--- src/tif_pkg.sv ---
// shared types and constants for the tensor index fill block
package tif_pkg;

	// width of the coordinate carried between front and back (covers the largest dimension)
	localparam int COORD_W = 16;
	// widest element the item record can carry
	localparam int ELEM_MAX_W = 64;
	// entries in the queue between front and back
	localparam int QUEUE_DEPTH = 4;
	localparam int QPTR_W = $clog2(QUEUE_DEPTH);

	// operation codes on the input tuser field
	typedef enum logic [1:0] {
		OP_CLEAR = 2'd0,
		OP_MARK  = 2'd1,
		OP_ELEM  = 2'd2,
		OP_NONE  = 2'd3
	} op_t;

	// configuration register indexes
	typedef enum logic [1:0] {
		REG_DIM_SIZE    = 2'd0,
		REG_INNER_COUNT = 2'd1,
		REG_FILL_VALUE  = 2'd2,
		REG_UNUSED      = 2'd3
	} reg_idx_t;

	// one classified item handed from front to back
	typedef struct packed {
		op_t                   kind;
		logic                  status;
		logic                  last;
		logic [COORD_W-1:0]    coord;
		logic [ELEM_MAX_W-1:0] elem;
	} tif_item_t;

endpackage

--- src/tif_front.sv ---
// front part: classifies beats, wraps mark indexes and tracks element coordinates
module tif_front import tif_pkg::*; #(
	parameter int MAX_DIM_SIZE = 1024,
	parameter int ELEMENT_WIDTH = 64
) (
	input  logic                     clk,
	input  logic                     arst_n,
	input  logic                     accept,
	input  logic [1:0]               operation,
	input  logic [10:0]              index_value,
	input  logic [ELEMENT_WIDTH-1:0] element_bits,
	input  logic                     last_element,
	input  logic [10:0]              dim_size,
	input  logic [31:0]              inner_count,
	output tif_item_t                item
);

	localparam int CW = (MAX_DIM_SIZE > 1) ? $clog2(MAX_DIM_SIZE) : 1;
	// wide enough for the largest size plus sign
	localparam int SW = 18;

	logic [CW-1:0]        coord_q;
	logic [31:0]          inner_pos_q;
	op_t                  op;
	logic [SW-1:0]        size_eff;
	logic signed [SW-1:0] size_s;
	logic signed [SW-1:0] idx_s;
	logic signed [SW-1:0] idx_wrap;
	logic                 idx_bad;
	logic [31:0]          inner_eff;
	logic [32:0]          pos_inc;
	logic                 pos_wrap;
	logic [SW-1:0]        coord_inc;
	logic                 coord_wrap;

	assign op = op_t'(operation);

	// dimension size saturated to one and to the maximum
	always_comb begin
		if (dim_size == 11'd0) begin
			size_eff = SW'(1);
		end else if (SW'(dim_size) > SW'(MAX_DIM_SIZE)) begin
			size_eff = SW'(MAX_DIM_SIZE);
		end else begin
			size_eff = SW'(dim_size);
		end
	end

	// mark index range check and wrap of negative indexes
	always_comb begin
		size_s   = signed'(size_eff);
		idx_s    = signed'({{(SW-11){index_value[10]}}, index_value});
		idx_bad  = (idx_s < -size_s) || (idx_s >= size_s);
		idx_wrap = (idx_s < 0) ? (idx_s + size_s) : idx_s;
	end

	// next values of the inner and coordinate counters
	always_comb begin
		inner_eff  = (inner_count == 32'd0) ? 32'd1 : inner_count;
		pos_inc    = {1'b0, inner_pos_q} + 33'd1;
		pos_wrap   = pos_inc >= {1'b0, inner_eff};
		coord_inc  = SW'(coord_q) + SW'(1);
		coord_wrap = coord_inc >= size_eff;
	end

	// classified item
	always_comb begin
		item.kind   = op;
		item.status = 1'b0;
		item.last   = 1'b0;
		item.coord  = COORD_W'(coord_q);
		item.elem   = '0;
		case (op)
			OP_MARK: begin
				if (idx_bad) begin
					item.kind   = OP_NONE;
					item.status = 1'b1;
				end
				item.coord = COORD_W'(idx_wrap);
			end
			OP_ELEM: begin
				item.last = last_element;
				item.elem = ELEM_MAX_W'(element_bits);
			end
			default: begin
				item.coord = COORD_W'(coord_q);
			end
		endcase
	end

	// position counters advance on accepted element beats; a clear or a last element resets them
	always_ff @(posedge clk or negedge arst_n) begin
		if (!arst_n) begin
			coord_q     <= '0;
			inner_pos_q <= '0;
		end else if (accept) begin
			case (op)
				OP_CLEAR: begin
					coord_q     <= '0;
					inner_pos_q <= '0;
				end
				OP_ELEM: begin
					if (last_element) begin
						coord_q     <= '0;
						inner_pos_q <= '0;
					end else if (pos_wrap) begin
						inner_pos_q <= '0;
						coord_q     <= coord_wrap ? '0 : CW'(coord_inc);
					end else begin
						inner_pos_q <= pos_inc[31:0];
					end
				end
				default: begin
					coord_q <= coord_q;
				end
			endcase
		end
	end

endmodule

--- src/tif_queue.sv ---
// short queue of classified items between front and back
module tif_queue import tif_pkg::*; (
	input  logic      clk,
	input  logic      arst_n,
	input  logic      push,
	input  tif_item_t push_item,
	output logic      full,
	input  logic      pop,
	output logic      head_valid,
	output tif_item_t head
);

	tif_item_t         slots_q [QUEUE_DEPTH];
	logic [QPTR_W-1:0] wr_ptr_q;
	logic [QPTR_W-1:0] rd_ptr_q;
	logic [QPTR_W:0]   count_q;

	assign full       = (count_q == (QPTR_W+1)'(QUEUE_DEPTH));
	assign head_valid = (count_q != '0);
	assign head       = slots_q[rd_ptr_q];

	// storage
	always_ff @(posedge clk) begin
		if (push) begin
			slots_q[wr_ptr_q] <= push_item;
		end
	end

	// pointers and fill count
	always_ff @(posedge clk or negedge arst_n) begin
		if (!arst_n) begin
			wr_ptr_q <= '0;
			rd_ptr_q <= '0;
			count_q  <= '0;
		end else begin
			if (push) begin
				wr_ptr_q <= wr_ptr_q + QPTR_W'(1);
			end
			if (pop) begin
				rd_ptr_q <= rd_ptr_q + QPTR_W'(1);
			end
			case ({push, pop})
				2'b10:   count_q <= count_q + (QPTR_W+1)'(1);
				2'b01:   count_q <= count_q - (QPTR_W+1)'(1);
				default: count_q <= count_q;
			endcase
		end
	end

endmodule

--- src/tif_back.sv ---
// back part: mark bitmap in row memory, element lookup and output register
module tif_back import tif_pkg::*; #(
	parameter int MAX_DIM_SIZE = 1024,
	parameter int ELEMENT_WIDTH = 64
) (
	input  logic                     clk,
	input  logic                     arst_n,
	input  logic                     head_valid,
	input  tif_item_t                head,
	output logic                     pop,
	input  logic [ELEMENT_WIDTH-1:0] fill_value,
	output logic                     out_valid,
	input  logic                     out_ready,
	output logic [ELEMENT_WIDTH-1:0] element_out,
	output logic                     status,
	output logic                     last_out
);

	// bitmap rows: narrow rows for small sizes, wide rows keep the row count at 256 or less
	localparam int ROW_W  = (MAX_DIM_SIZE > 8192) ? 256 : 32;
	localparam int ROW_SH = $clog2(ROW_W);
	localparam int ROWS   = (MAX_DIM_SIZE + ROW_W - 1) / ROW_W;
	localparam int RIDX_W = (ROWS > 1) ? $clog2(ROWS) : 1;

	logic [ROW_W-1:0]         mem [ROWS];
	logic [ROWS-1:0]          row_vld_q;
	logic [ROW_W-1:0]         rd_q;
	logic                     fwd_hit_q;
	logic [ROW_W-1:0]         fwd_q;

	tif_item_t                item_s2;
	logic                     valid_s2;
	logic                     fire_s2;
	logic [RIDX_W-1:0]        head_row;
	logic [RIDX_W-1:0]        row_s2;
	logic [ROW_SH-1:0]        bit_s2;
	logic [ROW_W-1:0]         row_eff;
	logic [ROW_W-1:0]         row_new;
	logic                     wr_en;
	logic                     hit;

	logic                     out_valid_q;
	logic [ELEMENT_WIDTH-1:0] out_elem_q;
	logic                     out_status_q;
	logic                     out_last_q;

	assign head_row = head.coord[ROW_SH +: RIDX_W];
	assign row_s2   = item_s2.coord[ROW_SH +: RIDX_W];
	assign bit_s2   = item_s2.coord[ROW_SH-1:0];

	// stage handshake: s2 drains into the output register
	assign fire_s2 = valid_s2 && (!out_valid_q || out_ready);
	assign pop     = head_valid && (!valid_s2 || fire_s2);

	// current row: forwarded write, memory data, or empty when the row is stale
	always_comb begin
		if (fwd_hit_q) begin
			row_eff = fwd_q;
		end else if (row_vld_q[row_s2]) begin
			row_eff = rd_q;
		end else begin
			row_eff = '0;
		end
		row_new         = row_eff;
		row_new[bit_s2] = 1'b1;
		hit             = row_eff[bit_s2];
		wr_en           = fire_s2 && (item_s2.kind == OP_MARK);
	end

	// row memory: read when an item enters s2, written when a mark leaves it
	always_ff @(posedge clk) begin
		if (pop) begin
			rd_q      <= mem[head_row];
			fwd_hit_q <= wr_en && (row_s2 == head_row);
			fwd_q     <= row_new;
		end
		if (wr_en) begin
			mem[row_s2] <= row_new;
		end
	end

	// row valid bits: a clear empties every row at once
	always_ff @(posedge clk or negedge arst_n) begin
		if (!arst_n) begin
			row_vld_q <= '0;
		end else if (fire_s2 && (item_s2.kind == OP_CLEAR)) begin
			row_vld_q <= '0;
		end else if (wr_en) begin
			row_vld_q[row_s2] <= 1'b1;
		end
	end

	// s2 item register
	always_ff @(posedge clk or negedge arst_n) begin
		if (!arst_n) begin
			valid_s2 <= 1'b0;
		end else if (pop) begin
			valid_s2 <= 1'b1;
		end else if (fire_s2) begin
			valid_s2 <= 1'b0;
		end
	end

	always_ff @(posedge clk) begin
		if (pop) begin
			item_s2 <= head;
		end
	end

	// output register
	always_ff @(posedge clk or negedge arst_n) begin
		if (!arst_n) begin
			out_valid_q <= 1'b0;
		end else if (fire_s2) begin
			out_valid_q <= 1'b1;
		end else if (out_ready) begin
			out_valid_q <= 1'b0;
		end
	end

	always_ff @(posedge clk) begin
		if (fire_s2) begin
			out_status_q <= item_s2.status;
			out_last_q   <= item_s2.last;
			if (item_s2.kind == OP_ELEM) begin
				out_elem_q <= hit ? fill_value : item_s2.elem[ELEMENT_WIDTH-1:0];
			end else begin
				out_elem_q <= '0;
			end
		end
	end

	assign out_valid   = out_valid_q;
	assign element_out = out_elem_q;
	assign status      = out_status_q;
	assign last_out    = out_last_q;

endmodule

--- src/tensor_index_fill.sv ---
// top level of the tensor index fill block: configuration registers and part wiring
//
// channel  dir  handshake            payload
// s_*      in   s_tvalid / s_tready  tuser operation, tdata index + element, tlast last element
// m_*      out  m_tvalid / m_tready  tdata filled element, tuser status, tlast last element
// cfg_*    in   cfg_en               cfg_addr register index, cfg_data value
//
// one beat per cycle sustained in both directions while m_* does not stall; a beat accepted on
// s_* is written into the queue at that edge, then passes the bitmap read stage and then the
// output register before it shows on m_*
// the mark bitmap reads one memory row per beat; the row written by the beat just ahead is
// forwarded, so marks and elements may follow each other in any order at full rate
// reset clears every mark at once through per-row valid bits; no clearing sweep is needed
// a stall on m_* fills the four-beat queue before s_tready drops
module tensor_index_fill import tif_pkg::*; #(
	parameter int MAX_DIM_SIZE = 1024,
	parameter int ELEMENT_WIDTH = 64,
	localparam int S_TDATA_W = ((11 + ELEMENT_WIDTH + 7) / 8) * 8,
	localparam int M_TDATA_W = ((ELEMENT_WIDTH + 7) / 8) * 8
) (
	input  logic                 clk,
	input  logic                 arst_n,
	// input beats
	input  logic                 s_tvalid,
	output logic                 s_tready,
	input  logic [S_TDATA_W-1:0] s_tdata,  // index_value, element_bits
	input  logic [1:0]           s_tuser,  // operation
	input  logic                 s_tlast,
	// result beats
	output logic                 m_tvalid,
	input  logic                 m_tready,
	output logic [M_TDATA_W-1:0] m_tdata,  // element_out
	output logic                 m_tuser,  // status
	output logic                 m_tlast,
	// configuration writes
	input  logic                 cfg_en,
	input  logic [1:0]           cfg_addr,
	input  logic [63:0]          cfg_data
);

	logic [10:0]              dim_size_q;
	logic [31:0]              inner_count_q;
	logic [63:0]              fill_value_q;

	logic                     accept;
	logic                     q_full;
	tif_item_t                front_item;
	logic                     head_valid;
	tif_item_t                head;
	logic                     pop;
	logic [ELEMENT_WIDTH-1:0] element_out;

	// configuration registers
	always_ff @(posedge clk or negedge arst_n) begin
		if (!arst_n) begin
			dim_size_q    <= 11'd1;
			inner_count_q <= 32'd1;
			fill_value_q  <= 64'd0;
		end else if (cfg_en) begin
			case (reg_idx_t'(cfg_addr))
				REG_DIM_SIZE:    dim_size_q    <= cfg_data[10:0];
				REG_INNER_COUNT: inner_count_q <= cfg_data[31:0];
				REG_FILL_VALUE:  fill_value_q  <= cfg_data;
				default:         dim_size_q    <= dim_size_q;
			endcase
		end
	end

	assign s_tready = !q_full;
	assign accept   = s_tvalid && s_tready;

	tif_front #(
		.MAX_DIM_SIZE  (MAX_DIM_SIZE),
		.ELEMENT_WIDTH (ELEMENT_WIDTH)
	) u_front (
		.clk          (clk),
		.arst_n       (arst_n),
		.accept       (accept),
		.operation    (s_tuser),
		.index_value  (s_tdata[10:0]),
		.element_bits (s_tdata[11 +: ELEMENT_WIDTH]),
		.last_element (s_tlast),
		.dim_size     (dim_size_q),
		.inner_count  (inner_count_q),
		.item         (front_item)
	);

	tif_queue u_queue (
		.clk        (clk),
		.arst_n     (arst_n),
		.push       (accept),
		.push_item  (front_item),
		.full       (q_full),
		.pop        (pop),
		.head_valid (head_valid),
		.head       (head)
	);

	tif_back #(
		.MAX_DIM_SIZE  (MAX_DIM_SIZE),
		.ELEMENT_WIDTH (ELEMENT_WIDTH)
	) u_back (
		.clk         (clk),
		.arst_n      (arst_n),
		.head_valid  (head_valid),
		.head        (head),
		.pop         (pop),
		.fill_value  (fill_value_q[ELEMENT_WIDTH-1:0]),
		.out_valid   (m_tvalid),
		.out_ready   (m_tready),
		.element_out (element_out),
		.status      (m_tuser),
		.last_out    (m_tlast)
	);

	assign m_tdata = M_TDATA_W'(element_out);

endmodule

--- config.mk ---
export PLATFORM = sky130hd
export DESIGN_NAME = tensor_index_fill
export DESIGN_NICKNAME = d
export VERILOG_FILES = /design/src/tif_pkg.sv /design/src/tif_front.sv /design/src/tif_queue.sv /design/src/tif_back.sv /design/src/tensor_index_fill.sv
export SDC_FILE = /design/constraint.sdc
export NUM_CORES = 2
export LEC_CHECK = 0
export BUFFER_PORTS_ARGS = -buffer_cell sky130_fd_sc_hd__buf_2
export CORE_ASPECT_RATIO = 1.25
export CORE_MARGIN = 2
export CORE_UTILIZATION = 62
export CTS_CLUSTER_SIZE = 10
export DETAILED_ROUTE_END_ITERATION = 12
export PLACE_DENSITY = 0.87
export SLEW_MARGIN = 20
export SYNTH_ARGS = -nofsm -noshare
export SYNTH_HDL_FRONTEND = slang
export SYNTH_SLANG_ARGS = --single-unit
--- constraint.sdc ---
create_clock -name clk -period 13.05 [get_ports clk]
set_input_delay 2.61 -clock clk [delete_from_list [all_inputs] [get_ports clk]]
set_output_delay 2.61 -clock clk [all_outputs]
set_load 0.005 [all_outputs]
# After elaboration in Yosys (flattened, before gate mapping)
# Memories as Yosys holds them, arrays and structs flattened. A register that Yosys moved wholly into a read port is not among the register bits.
# Cells that the tools add are included.
dict set report classes {
  eq_ne 11
  n_reduce_logical 30
  mux 38
  bitwise_logic 2
  add_sub_neg 8
  n_lt_le_gt_ge 10
}
# op count
set ops {}
lappend ops {{2-to-1 mux 32 bit} 7}
lappend ops {{2-to-1 mux 64 bit} 2}
lappend ops {{OR 32 bit} 2}
lappend ops {{one-hot mux 32 bit (2 select lines)} 1}
lappend ops {{adder 32 x 1 -> 33 bit, second input constant} 1}
lappend ops {{>= comparator 33 x 32 -> 1 bit} 1}
lappend ops {{zero test 32 bit} 1}
lappend ops {{2-to-1 mux 16 bit} 2}
lappend ops {{2-to-1 mux 10 bit} 3}
lappend ops {{2-to-1 mux 11 bit} 2}
lappend ops {{one-hot mux 10 bit (2 select lines)} 1}
lappend ops {{>= comparator 18 x 11 -> 1 bit} 1}
lappend ops {{less-than comparator 11 x 18 -> 1 bit} 1}
lappend ops {{negator 11 -> 18 bit} 1}
lappend ops {{adder 11 x 12 -> 13 bit} 1}
lappend ops {{2-to-1 mux 1 bit} 13}
lappend ops {{>= comparator 11 x 12 -> 1 bit} 1}
lappend ops {{less-than comparator 5 x 6 -> 1 bit, second input constant} 2}
lappend ops {{adder 10 x 1 -> 11 bit, second input constant} 1}
lappend ops {{greater-than comparator 11 bit, second input constant} 1}
lappend ops {{zero test 11 bit} 1}
lappend ops {{less-than comparator 11 x 1 -> 1 bit, second input constant} 1}
lappend ops {{binary-select mux 1 bit (select 5 bit)} 2}
lappend ops {{demux 1 bit (select 5 bit)} 2}
lappend ops {{other kinds (19)} 48}
dict set report word_totals {
  memories 2
  inputBits 154
  elab_cells 122
  out_inout_bits 68
  ff_bits 367
  mem_bits_rw 1360
}
# name depth word_bits rd rd_ports_with_merged_regs wr line
set mem_list {}
lappend mem_list {u_back.mem 32 32 1 1 1 tif_back.sv:25} ;# logic [ROW_W-1:0] mem [ROWS];
lappend mem_list {u_queue.slots_q 4 84 1 0 1 tif_queue.sv:13} ;# tif_item_t slots_q [QUEUE_DEPTH];

# Depth between registers and ports, before layout
dict set report logic_depth {
  depth_word 8
  mapped_depth 19
  mapped_depth_nobuf 17
}

# Hierarchy
# A second synthesis with hierarchy kept.
dict set report hier_totals {
  cells_unflattened 3746
  area_unflattened_um2 71987.8
}
# mod area_each_um2 seq_area_each_um2 instances cells_each
set by_module_without_submodules {}
lappend by_module_without_submodules {tif_back 49187.2 37876.3 1 2250}
lappend by_module_without_submodules {tif_queue 12560.8 10264.8 1 475}
lappend by_module_without_submodules {tif_front 5985.7 1051.0 1 791}
lappend by_module_without_submodules {tensor_index_fill 4254.1 2680.1 1 230}

# Worst setup path before layout
# OpenSTA, ideal clock, no wires.
dict set report synth_path {
  kind {input-to-reg}
  startpoint {input m_tready}
  endpoint {register u_queue.count_q[2]}
  required_time_ns 12.971
  path_slack_ns 1.432
  setup_ns 0.079
  path_stages 8
  arrival_time_ns 11.539
  path_buffers 0
  path_cell_list {nor2b_1 a21oi_1 ha_1 inv_1 fa_1 xor2_1 nor2_1 xor2_1}
}
dict set report synth_between {
  elab_chain_cells 6
  word_cells_on_any_way 8
  classes_between {2 x eq/ne; 1 x mux; 5 x reduce/logical}
}
# item line
set synth_lines {}
lappend synth_lines {{from (decl)} tensor_index_fill.sv:31} ;# input logic m_tready,
lappend synth_lines {{logical OR 1 bit (*)} tif_back.sv:52} ;# assign fire_s2 = valid_s2 && (!out_valid_q || out_ready);
lappend synth_lines {{logical AND 1 bit (*)} tif_back.sv:52}
lappend synth_lines {{logical OR 1 bit (*)} tif_back.sv:53} ;# assign pop = head_valid && (!valid_s2 || fire_s2);
lappend synth_lines {{logical AND 1 bit (*)} tif_back.sv:53}
lappend synth_lines {{via pop} tensor_index_fill.sv:50} ;# logic pop;
lappend synth_lines {{equality test 2 x 1 -> 1 bit / equality test 2 bit (equally long branches)} tif_queue.sv:42} ;# case ({push, pop})
lappend synth_lines {{one-hot mux 3 bit (2 select lines) / nonzero test 2 bit (equally long branches)} --}
lappend synth_lines {{to (signal assigned)} tif_queue.sv:43} ;# 2'b10: count_q <= count_q + (QPTR_W+1)'(1);
lappend synth_lines {{to (signal assigned)} tif_queue.sv:44} ;# 2'b01: count_q <= count_q - (QPTR_W+1)'(1);
lappend synth_lines {{to (signal assigned)} tif_queue.sv:45} ;# default: count_q <= count_q;
lappend synth_lines {{to (decl)} tif_queue.sv:16} ;# logic [QPTR_W:0] count_q;
# Mark *: on every way through the listed nets, which the timed path passes. The rest lies on a longest branch.
# A chain may end at the register's enable or synchronous reset.

# Final worst setup path
dict set report layout_path {
  startpoint {register u_back.item_s2[70] (netlist name)}
  endpoint {register u_back.out_elem_q[57], in the netlist u_back.element_out[57] (data pin)}
}
dict set report layout_between {
  elab_chain_cells 7
}
# item line
set layout_lines {}
lappend layout_lines {{from (decl)} tif_back.sv:31} ;# tif_item_t item_s2;
lappend layout_lines {{from (signal assigned)} tif_back.sv:106} ;# item_s2 <= head;
lappend layout_lines {{binary-select mux 1 bit (select 5 bit)} tif_back.sv:59} ;# end else if (row_vld_q[row_s2]) begin
lappend layout_lines {{2-to-1 mux 1 bit (not written as such)} tif_back.sv:59}
lappend layout_lines {{2-to-1 mux 32 bit} tif_back.sv:59}
lappend layout_lines {{2-to-1 mux 32 bit} tif_back.sv:57} ;# if (fwd_hit_q) begin
lappend layout_lines {{binary-select mux 1 bit (select 5 bit)} tif_back.sv:66} ;# hit = row_eff[bit_s2];
lappend layout_lines {{2-to-1 mux 1 bit (not written as such)} tif_back.sv:66}
lappend layout_lines {{2-to-1 mux 64 bit} tif_back.sv:126} ;# out_elem_q <= hit ? fill_value : item_s2.elem[ELEMENT_WIDTH-1:0];
lappend layout_lines {{to (signal assigned)} tif_back.sv:126}
lappend layout_lines {{to (decl)} tif_back.sv:43} ;# logic [ELEMENT_WIDTH-1:0] out_elem_q;
# Every way passes these cells. The select of a mux whose other input is x is not followed.

==> impl_metrics.json <==
{
  "hold_path_class": "flip-flop to flip-flop",
  "remaining_drc_errors": 2,
  "p_leak_nw": 27.0,
  "min_period_ps": 5610,
  "synthCells": 3691,
  "drive_gt1_frac": 0.280,
  "clock_skew_ps": 45.8,
  "final_area_um2": 79000,
  "status": "finished, violations left",
  "die_w_um": 306,
  "setup_tns_ps": 0,
  "cts_buffer_depth": 3,
  "p_per_area_nw_per_um2": 249,
  "track_usage": 0.329,
  "synthesis.area_um2": 70700,
  "viasPerCell": 7.24,
  "hold_buffers": 0,
  "antenna_found_initial": 8,
  "die_area_um2": 117000,
  "syn_avg_cell_area_um2": 19.1,
  "synth_edf_count": 1545,
  "finalSetupViolations": 0,
  "synth-main-ff-cell": "edfxtp_1",
  "initial_core_util": 0.625,
  "required_ps": 13570,
  "synthToLayoutAreaGrowth_pct": 11.8,
  "worstHoldStart": "u_back.item_s2[81]",
  "ir_worst_vdd_mv": 0.253,
  "finalWeightedCongestion": 0.885,
  "critPathCaptureType": "flip-flop",
  "grt_overflow": 0,
  "grt_max_degree": 113,
  "synth-warning-count": 0,
  "whs_path_depth": 0,
  "failed_checks": "design-rule violations",
  "finalCritPeriodShare": 0.430,
  "first_pass_iters": 13,
  "cts_root_buf": "clkbuf_16",
  "ant_nets": 0,
  "cp-startpoint": "u_back.item_s2[70]",
  "max_cap_violations": 0,
  "hold_viol_final": 0,
  "place_ws_ps": 7150,
  "wl_per_cell_um": 34.5,
  "ys_seq_area_frac": 0.724,
  "routed_wl_mm": 191,
  "postCtsSetupRepairBufs": 0,
  "ios": 222,
  "drv_slew": 0,
  "dp_hpwl_mm": 97.8,
  "fin_nets": 4206,
  "numCtsBuffers": 192,
  "placed_cell_area_um2": 73500,
  "drtIter0Drc": 6558,
  "path_cells": "buf_8, mux2i_1, o22ai_1, or4_1, and3_1, buf_4, a221o_1, a32oi_4, buf_4, o31ai_1, a21boi_1",
  "row_count": 138,
  "grt_pass1_wl_mm": 278,
  "clk_pin_slew_ps": 60,
  "htree_num_levels": 4,
  "core-area_um2": 113000,
  "ff2ff_path_depth": 11,
  "critPathSlowestCell": "edfxtp_1",
  "route.vias.total": 40000,
  "port_buffers": 216,
  "synth_async_sr_flop_share": 0.110,
  "path_common_cell": "buf_4",
  "ys_ff_latch": 1735,
  "rsz0062_at_grt": "no",
  "critical_path_class": "flip-flop to flip-flop",
  "synth.distinct_cells": 76,
  "slew_headroom": 0.240,
  "crit_arrival_ps": 6130,
  "die_h_um": 381,
  "fmax_mhz": 178,
  "grt_pass1_vias": 41200,
  "clock_latency_ps": 820,
  "cpPeakStageDelay_ps": 790,
  "cts_sinks": 1735,
  "post_cts_resized": 0,
  "cts_tree": "yes",
  "cp_max_fo": 52,
  "tightest_slew_ps": 1140,
  "fin_ws_ps": 7440,
  "crit_path_start_kind": "flip-flop",
  "reg2reg_from": "u_back.item_s2[70]"
}
==> cells in the mapped netlist (8+ instances only) <==
cell type  number  area (um^2)
and2_1         77          482
nor2_1         85          319
nand4_1        82          513
ha_1           87         1090
and3_1         20          125
dfrtp_1       188         4700
xnor2_1        43          377
nor3_1         11         55.1
nor2b_1        18          113
clkbuf_1      138          518
xor2_1         18          158
o21ai_0        89          445
nand3_1        28          140
a221o_1        21          210
a21boi_1       60          450
buf_2          19         95.1
inv_1          73          274
o21a_1         36          270
a222oi_1        8         80.1
mux2_2        141         1590
nand2b_1       15         93.8
nor4_1         11         68.8
mux2i_1        20          200
buf_6          11          124
o31ai_1        55          413
a22oi_1         9         67.6
o31ai_2        20          250
buf_1          42          158
a21oi_1        43          215
edfxtp_1     1545        46400
nand2_1       155          582
mux4_2        400         9010
==> sequential cells by signal (all words and copies together), names as in the netlist, 11 cells and up <==
| name | flops |
|---|---|
| inner_count_q | 32 |
| u_back.fwd_q | 32 |
| u_back.item_s2 | 73 |
| u_back.element_out | 64 |
| u_back.mem | 1024 |
| u_queue.slots_q | 312 |
| fill_value_q | 64 |
| u_back.row_vld_q | 32 |
| u_front.inner_pos_q | 32 |
| u_back.rd_q | 32 |
| dim_size_q | 11 |
==> path summary, 6_finish.rpt <==
check | to | slack (ps)
min in group asynchronous | dim_size_q[8] | 1850
max | u_back.element_out[57] | 7440
max in group asynchronous | u_queue.rd_ptr_q[1] | 9070
min reg2reg | u_back.status | 450
max reg2reg | u_back.element_out[57] | 7440
min | u_back.status | 450
==> per-layer routing <==
metal  vias to the layer above  GRT usage  share of wire
met5                         -          0        0.00029
met3                       831     0.0818           0.12
met2                      3588      0.549           0.50
li1                      15400          -              -
met1                     20100      0.400           0.32
met4                         8      0.177          0.064
==> critical path: cells and delay by family (launching register included) <==
| family | cells | cell delay [ps] |
|---|---|---|
| multiplexers | 1 | 230 |
| AO/OA/AOI/OAI | 5 | 2080 |
| flip-flops | 1 | 790 |
| buffers and inverters | 3 | 1300 |
| AND/OR/NAND/NOR | 2 | 860 |
==> layout make-up <==
| class | instances | area, um^2 |
|---|---|---|
| flip-flops and latches | 1735 | 51200 |
| fillers | 6109 | 34100 |
| multi-input cells | 1670 | 18600 |
| clock buffers | 269 | 5170 |
| well taps | 1470 | 1840 |
| repair buffers | 291 | 1690 |
| inverters | 73 | 274 |
| clock inverters | 11 | 193 |
| diodes | 6 | 15.0 |
==> cell usage in the layout (no fill, tap or decap), types with 27 or more instances in the layout <==
cell / netlist / routed
edfxtp_1: 1545 / 1545
mux4_2: 400 / 396
buf_2: 19 / 215
clkbuf_16: 0 / 195
dfrtp_1: 188 / 186
nand2_1: 155 / 154
mux2_2: 141 / 141
o21ai_0: 89 / 87
ha_1: 87 / 87
nand4_1: 82 / 82
and2_1: 77 / 77
clkbuf_1: 138 / 73
inv_1: 73 / 72
buf_4: 5 / 72
a21boi_1: 60 / 60
o31ai_1: 55 / 55
nor2_1: 85 / 52
xnor2_1: 43 / 43
a21oi_1: 43 / 42
o21a_1: 36 / 36
nor2_4: 0 / 32
nand3_1: 28 / 27
==> through the flow <==
step	instances	hold slack, ps	power, mW	utilization
after global routing	5520	451	20.1	0.698
after CTS	5517	450	19.5	0.698
after floorplan	3694	400	12.5	-
final	5525	455	19.6	0.698
after global placement	5237	404	14.1	0.650
after detailed placement	5237	414	14.4	0.650
==> kinds of logic after synthesis <==
group	count (synthesis)	synth area share
adders and majority gates	89	0.0160
buffers and inverters	289	0.0171
muxes	561	0.153
DFF	1735	0.724
xor gates and xnor gates	61	0.00756
and+or+nand+nor	542	0.0395
other	1	0.0000531
AOI/OAI and AO/OA	413	0.0430
==> power breakdown <==
| part | internal [mW] | total [mW] | switching (mW) |
|---|---|---|---|
| clock network | 2.74 | 4.86 | 2.12 |
| logic | 2.51 | 6.55 | 4.04 |
| registers | 7.71 | 8.23 | 0.516 |
(Power assumes the default switching activity.)
